<file path="config.mk">
export PLATFORM = sky130hd
export DESIGN_NAME = tesm_pipe_div
export DESIGN_NICKNAME = d
export VERILOG_FILES = /design/src/rtl/core/tesm_pkg.sv /design/src/rtl/core/tesm_pipe_div.sv
export SDC_FILE = /design/constraint.sdc
export NUM_CORES = 2
export LEC_CHECK = 0
export BUFFER_PORTS_ARGS = -buffer_cell sky130_fd_sc_hd__buf_2
export CAP_MARGIN = 0
export CORE_ASPECT_RATIO = 0.8
export CORE_MARGIN = 5
export CORE_UTILIZATION = 55
export DETAILED_ROUTE_END_ITERATION = 16
export GPL_TIMING_DRIVEN = 0
export PLACE_DENSITY_LB_ADDON = 0.05
export SYNTH_ARGS = -nofsm -noshare
export SYNTH_HDL_FRONTEND = slang
export SYNTH_SLANG_ARGS = --single-unit
</file>
<file path="constraint.sdc">
create_clock -name clk -period 4.3 [get_ports clk]
set_input_delay 0.215 -clock clk [delete_from_list [all_inputs] [get_ports clk]]
set_output_delay 0.215 -clock clk [all_outputs]
set_load 0.03 [all_outputs]
</file>
<file path="src/rtl/core/tesm_pkg.sv">
// Types and constants of the tensor eigenvalue shape metrics unit.
`timescale 1ns / 1ps
package tesm_pkg;

  localparam int VAL_W      = 24;
  localparam int RATIO_W    = 17;
  localparam int SQSUM_W    = 32;
  localparam int CFG_IDX_W  = 2;
  localparam int CFG_DATA_W = 16;
  localparam int EN_W       = 9;
  localparam int MIN_DEN_W  = 16;
  localparam int IN_TDATA_W  = 72;
  localparam int OUT_TDATA_W = 208;

  // Result tdata layout, lowest bit of each field.
  localparam int SPREAD_LSB = 0;
  localparam int LIN_LSB    = 24;
  localparam int PLA_LSB    = 41;
  localparam int SPH_LSB    = 58;
  localparam int SQSUM_LSB  = 75;
  localparam int HALF_LSB   = 107;
  localparam int SHAPE_LSB  = 131;
  localparam int MEAN_LSB   = 155;
  localparam int NORM_LSB   = 179;
  localparam int FIELDS_END = 203;

  // Register indexes.
  localparam logic [CFG_IDX_W-1:0] CFG_IDX_ENABLE  = 2'd0;
  localparam logic [CFG_IDX_W-1:0] CFG_IDX_MIN_DEN = 2'd1;

  // Enable bit of each measure.
  localparam int EN_SPREAD = 0;
  localparam int EN_LIN    = 1;
  localparam int EN_PLA    = 2;
  localparam int EN_SPH    = 3;
  localparam int EN_SQSUM  = 4;
  localparam int EN_HALF   = 5;
  localparam int EN_SHAPE  = 6;
  localparam int EN_MEAN   = 7;
  localparam int EN_NORM   = 8;

  localparam logic [EN_W-1:0]      EN_RESET      = 9'h1FF;
  localparam logic [MIN_DEN_W-1:0] MIN_DEN_RESET = 16'd1;

  localparam logic [VAL_W-1:0] S24_MAX = 24'h7FFFFF;
  localparam logic [VAL_W-1:0] S24_MIN = 24'h800000;

  // ceil(2^32 / 3); exact floor(x / 3) for x below 2^31
  localparam logic [30:0] MEAN_RECIP = 31'h55555556;

  // Measures that bypass the iterative units, delayed alongside them.
  typedef struct packed {
    logic [VAL_W-1:0]   spread;
    logic [VAL_W-1:0]   half;
    logic [SQSUM_W-1:0] sqsum;
    logic [VAL_W-1:0]   mean_q;
    logic               mean_neg;
    logic               sh_ovf;
    logic               sh_neg;
    logic               zdiv;
  } tesm_side_t;

endpackage

</file>
<file path="src/rtl/core/tesm_pipe_div.sv">
// Pipelined restoring divider, one quotient bit per stage.
`timescale 1ns / 1ps
module tesm_pipe_div
  import tesm_pkg::*;
#(
  parameter int DEN_W = 25,
  parameter int Q_W   = 17,
  parameter int DEPTH = 24
) (
  input  logic                   clk,
  input  logic                   en,
  input  logic [DEN_W+Q_W-1:0]   num_i,   // must be below den_i << Q_W
  input  logic [DEN_W-1:0]       den_i,
  output logic [Q_W-1:0]         quo_o
);

  localparam int NUM_W = DEN_W + Q_W;

  logic [NUM_W-1:0] rem_r [Q_W-1];
  logic [DEN_W-1:0] den_r [Q_W-1];
  logic [Q_W-1:0]   q_r   [DEPTH];

  for (genvar gi = 0; gi < DEPTH; gi++) begin : g_stage
    logic [Q_W-1:0] q_in, q_nxt;

    if (gi == 0) begin : g_first
      assign q_in = '0;
    end else begin : g_next
      assign q_in = q_r[gi-1];
    end

    if (gi < Q_W) begin : g_step
      localparam int B = Q_W - 1 - gi;
      logic [NUM_W-1:0] rem_in, trial;
      logic [DEN_W-1:0] den_in;
      logic             ge;

      if (gi == 0) begin : g_src0
        assign rem_in = num_i;
        assign den_in = den_i;
      end else begin : g_srcn
        assign rem_in = rem_r[gi-1];
        assign den_in = den_r[gi-1];
      end

      assign trial = NUM_W'(den_in) << B;
      assign ge    = rem_in >= trial;
      assign q_nxt = ge ? (q_in | (Q_W'(1) << B)) : q_in;

      if (gi < Q_W - 1) begin : g_keep
        always_ff @(posedge clk) begin
          if (en) begin
            rem_r[gi] <= ge ? rem_in - trial : rem_in;
            den_r[gi] <= den_in;
          end
        end
      end
    end else begin : g_pass
      assign q_nxt = q_in;
    end

    always_ff @(posedge clk) begin
      if (en) begin
        q_r[gi] <= q_nxt;
      end
    end
  end

  assign quo_o = q_r[DEPTH-1];

endmodule

</file>
-- Word-level counts from Yosys, hierarchy flattened
Memory sizes are Yosys's and may differ from the RTL's.
Index checks and enable logic that the tools add are counted.
- register bits after elaboration: 0
- RAM bits: 1480
- output and inout bits: 17
- memories kept: 3
- $add $sub $neg: 16
- magnitude comparators: 17
- muxes and demuxes: 35
- memories (name ; words ; width ; read ports ; clocked after memory_dff ; write ports ; RTL line ; RTL):
    rem_r ; 16 ; 42 ; 16 ; 0 ; 16 ; tesm_pipe_div.sv:19 ; logic [NUM_W-1:0] rem_r [Q_W-1];
    q_r ; 24 ; 17 ; 24 ; 0 ; 24 ; tesm_pipe_div.sv:21 ; logic [Q_W-1:0] q_r [DEPTH];
    den_r ; 16 ; 25 ; 16 ; 0 ; 16 ; tesm_pipe_div.sv:20 ; logic [DEN_W-1:0] den_r [Q_W-1];
- operator list (kind ; count):
    2-to-1 mux 42 bit ; 16
    >= comparator 42 x 25 -> 1 bit ; 1
    >= comparator 42 x 26 -> 1 bit ; 1
    >= comparator 42 x 27 -> 1 bit ; 1
    >= comparator 42 x 28 -> 1 bit ; 1
    >= comparator 42 x 29 -> 1 bit ; 1
    >= comparator 42 x 30 -> 1 bit ; 1
    >= comparator 42 x 31 -> 1 bit ; 1
    >= comparator 42 x 32 -> 1 bit ; 1
    >= comparator 42 x 33 -> 1 bit ; 1
    >= comparator 42 x 34 -> 1 bit ; 1
    >= comparator 42 x 35 -> 1 bit ; 1
    >= comparator 42 x 36 -> 1 bit ; 1
    >= comparator 42 x 37 -> 1 bit ; 1
    >= comparator 42 x 38 -> 1 bit ; 1
    >= comparator 42 x 39 -> 1 bit ; 1
    >= comparator 42 x 40 -> 1 bit ; 1
    >= comparator 42 x 41 -> 1 bit ; 1
    subtractor 42 x 26 -> 42 bit ; 1
    subtractor 42 x 27 -> 42 bit ; 1
    subtractor 42 x 28 -> 42 bit ; 1
    subtractor 42 x 29 -> 42 bit ; 1
    subtractor 42 x 30 -> 42 bit ; 1
    subtractor 42 x 31 -> 42 bit ; 1
    other kinds (27) ; 29

-- Logic depth before layout (Yosys ltp)
An unclocked memory read counts as a cell.
- word-level depth: 3
- gate-level depth with buffers: 16

-- Least setup slack after synthesis
Ideal clock, no wire load.
- path kind: flip-flop to flip-flop
- start point: memory rem_r[0][220] (netlist bit)
- end point: memory rem_r[0][286] (netlist bit) (data pin)
- library setup time: 0.270 ns
- arrival: 3.477 ns
- data required time: 4.030 ns
- slack: 0.553 ns
- stages on the path, launching flop included: 17
- period minus slack after synthesis: 3.747 ns
- cell sequence: edfxtp_1 -> inv_1 -> ha_1 -> inv_1 -> fa_1 -> a211oi_1 -> o21bai_1 -> or3b_2 -> a311oi_1 -> and3_1 -> o31ai_1 -> a21o_1 -> a21bo_2 -> clkbuf_1 -> clkbuf_1 -> nor2_1 -> a21oi_1
- RTL lines (item ; RTL line):
    start, declared ; tesm_pipe_div.sv:19

==> impl_metrics.yaml <==
routing:
  antenna_left: 0
  viasPerCell: 5.83
  drt_first_pass_iters: 6
  post_drt_wl_per_cell_um: 20.7
  drtIter0Drc: 5098
  vias: 46790
  wirelength_um: 166000
  drt_drc_violations_left: 0
min_path:
  hold_path.class: "in -> reg"
power_and_ir_drop:
  sw_frac_of_total: 0.354
  clockPowerShare: 0.237
  power.internal_mw: 33.1
  p_sw_mw: 18.1
  design_power_total_mw: 51.2
  leakagePower_nw: 30.6
  peakVddDrop_mv: 0.444
  pwr-share-seq: 0.395
  comb_power_share: 0.368
  power_density_nw_per_um2: 653
floorplan:
  io_pins: 86
  die_y_um: 329
  coreArea_sq_um: 127000
  initial_core_util: 0.551
  dieWidth_um: 409
  dieArea_sq_um: 134000
  num_rows: 117
yosys:
  syn_inst: 5938
  synthArstFlopShare: 0
  synthesis.area_sq_um: 69900
  seq_area_frac_synth: 0.577
  synth_top_area_frac: 0.577
  synth_area_leaders: "edfxtp_1 (58%), ha_1 (7.6%), a21oi_1 (3.4%), xnor2_1 (3.3%), inv_1 (2.9%)"
  ys_ff_latch: 1344
  ys_dominant_reg_cell: "edfxtp_1"
  synth_top_area_cell: "edfxtp_1"
  syn_avg_cell_area_sq_um: 11.8
  syn_nets: 6448
  ys_warn_count: 0
  ys_types: 87
  synth_edf_count: 1344
placed_design:
  dpl.hpwl_um: 125000
  io_buffers: 85
  gp_congestion: 0.931
worst_setup_path:
  cp-start-kind: "register"
  rrSetupSlack_ps: 90
  critical_path.max_stage_delay_ps: 510
  criticalPathCategory: "reg -> reg"
  slowest_stage: "or3b_2"
  crit_path_end_kind: "register"
  path_cells: "inv_1 -> ha_1 -> inv_1 -> fa_1 -> a211oi_2 -> o21bai_2 -> or3b_2 -> a311oi_4 -> and3_4 -> o31ai_1 -> a21o_1 -> a21bo_2 -> clkbuf_4 -> clkbuf_8 -> a21oi_1"
  crit_buf_inv: 4
  cpLargestDelayFamily: "compound AO/OA/AOI/OAI gates"
  cpMostUsedCell: "inv_1"
  cp.required_ps: 4870
  critPathMaxFanout: 10
  cp_data_arrival_time_ps: 4770
sta:
  fmax_mhz: 238
  slew_viol_final: 0
  post-route-min-period_ps: 4210
  skew_ps: 41.0
  hold_viol: 0
  worst_slew_margin_rel: 0.191
  fin_setup_tns_ps: 0
  setup_viol: 0
  finalCritPeriodShare: 0.978
  worst_pin_slew_ps: 1200
global_route:
  grt.total_usage: 0.243
  antenna_found_initial: 3
  grt_pass1_wl_um: 254000
  first_global_vias: 43728
  grt_max_degree: 198
  grt.overflow.total: 0
clock_tree:
  numCtsBuffers: 140
  htreeDepth: 4
  cts_num_sinks: 1344
  clkTransAtPathRegs_ps: 70
  cts_tree: "done"
  insertion_delay_ps: 790
  cts.path.max_buffers: 3
  cts_root_buffer: "clkbuf_16"
cells_and_area:
  area_delta_synth_final_pct: 12.1
  seq_area_sq_um: 40400
  drive_above_1_share: 0.0853
  multi_input_area_sq_um: 27300
  layout.nets: 6752
  utilization: 0.618
  fill_cells: 10263
flow_run:
  maxCapViolations: 0
outcome:
  status: "finished clean"
## final cells by class
class	instances	area share
timing repair buffer	167	0.0177
clock inverter	85	0.0137
tap	1666	0.0266
multi-input combinational	3926	0.348
inverter	545	0.0261
buffer	118	0.00701
antenna	1	0.0000319
sequential	1344	0.515
clock buffer	167	0.0460
## cell families (layout without fill, tap and decap cells)
| kind of cell | Yosys count | count (layout) | share of synthesized area |
|---|---|---|---|
| XOR/XNOR | 459 | 459 | 0.0575 |
| buffers and inverters | 668 | 1082 | 0.0363 |
| AO/OA/AOI/OAI | 1450 | 1450 | 0.129 |
| multiplexers | 97 | 97 | 0.0156 |
| flip-flops | 1344 | 1344 | 0.577 |
| adder cells (fa/ha/maj) | 441 | 441 | 0.0807 |
| other | 0 | 1 | 0 |
| AND/OR/NAND/NOR | 1479 | 1479 | 0.104 |
## Yosys cell counts (all sizes together) (44+ instances only)
| master | number |
|---|---|
| nand2 | 400 |
| o21ai | 362 |
| nor2b | 52 |
| ha | 425 |
| inv | 544 |
| a21o | 210 |
| a21oi | 470 |
| edfxtp | 1344 |
| xor2 | 197 |
| or3 | 44 |
| nand4 | 75 |
| a211oi | 46 |
| o21bai | 48 |
| nor4 | 71 |
| nand2b | 67 |
| nand3 | 90 |
| mux2 | 94 |
| nor2 | 387 |
| clkbuf | 105 |
| xnor2 | 262 |
| o21a | 58 |
| nor3 | 106 |
## layer usage
metal,share of wire,up-vias,track usage
li1,-,22529,-
met2,0.41,1506,0.343
met5,0,-,0
met3,0.081,229,0.0475
met1,0.49,22526,0.382
met4,0.025,0,0.0690
## final timing paths
| kind | from | endpoint | cells past startpoint |
|---|---|---|---|
| max | rem_r[0][220] | rem_r[0][274] | 15 |
| min | num_i[18] | rem_r[0][18] | 4 |
| max reg2reg | rem_r[0][220] | rem_r[0][274] | 15 |
| min reg2reg | q_r[0][67] | q_r[0][84] | 0 |
## sequential cells by signal, summed over array words and instances, names as in the netlist
register / flops
den_r: 400
q_r: 272
rem_r: 672
## power groups by stage
stage,clock [mW],sequential [mW],combinational [mW]
2_1_floorplan,0,19.5,14.0
3_3_place_gp,0,21.0,18.0
3_5_place_dp,0,20.4,18.1
4_1_cts,12.5,20.2,18.5
5_1_grt,13.0,20.5,20.9
6_report,12.1,20.2,18.8
## cell usage in the layout, fill, tap and decap left out, drive strengths merged, types with 12 or more instances in the layout
| cell type | n |
|---|---|
| xor2 | 197 |
| or3 | 44 |
| inv | 549 |
| and3 | 42 |
| nand3 | 90 |
| nor2 | 387 |
| clkinv | 59 |
| o21ai | 362 |
| nor3b | 17 |
| xnor2 | 262 |
| edfxtp | 1344 |
| ha | 425 |
| a211o | 16 |
| o31a | 14 |
| nor2b | 52 |
| dlygate4sd3 | 70 |
| nor3 | 106 |
| nor4b | 12 |
| a21oi | 470 |
| nand4b | 14 |
| mux2 | 94 |
| nand4 | 75 |
| and4 | 12 |
| buf | 115 |
| fa | 16 |
| a21o | 210 |
| o211ai | 22 |
| o31ai | 37 |
| or4 | 24 |
| nand2 | 400 |
| and2 | 15 |
| o21bai | 48 |
| a31oi | 40 |
| clkbuf | 267 |
| or2 | 27 |
| nand2b | 67 |
| o21a | 58 |
| nor4 | 71 |
| a211oi | 46 |
## worst min-delay path: stages
cell and delay, ps:
buf_2 90, ha_1 220, xor2_1 90, a21oi_1 130
## repair_timing
action,in CTS,in global routing
buffers inserted,1,4
hold endpoints to repair,78,0
hold buffers,70,0
pin swaps,1,2
gates resized for setup,64,57
endpoints found under the setup margin,299,259
## through the flow
step | worst slack, ps | cell area, sq um | hold slack (ps) | instances
3_5_place_dp | -1080 | 72600 | 405 | 7696
5_1_grt | -5.58 | 78400 | 97.3 | 8018
3_3_place_gp | -17960 | 72400 | 400 | 7689
6_report | 94.2 | 78400 | 85.2 | 8019
2_1_floorplan | 553 | 69900 | 314 | 5938
4_1_cts | 3.80 | 78200 | 13.0 | 8015
(Power assumes the default switching activity.)
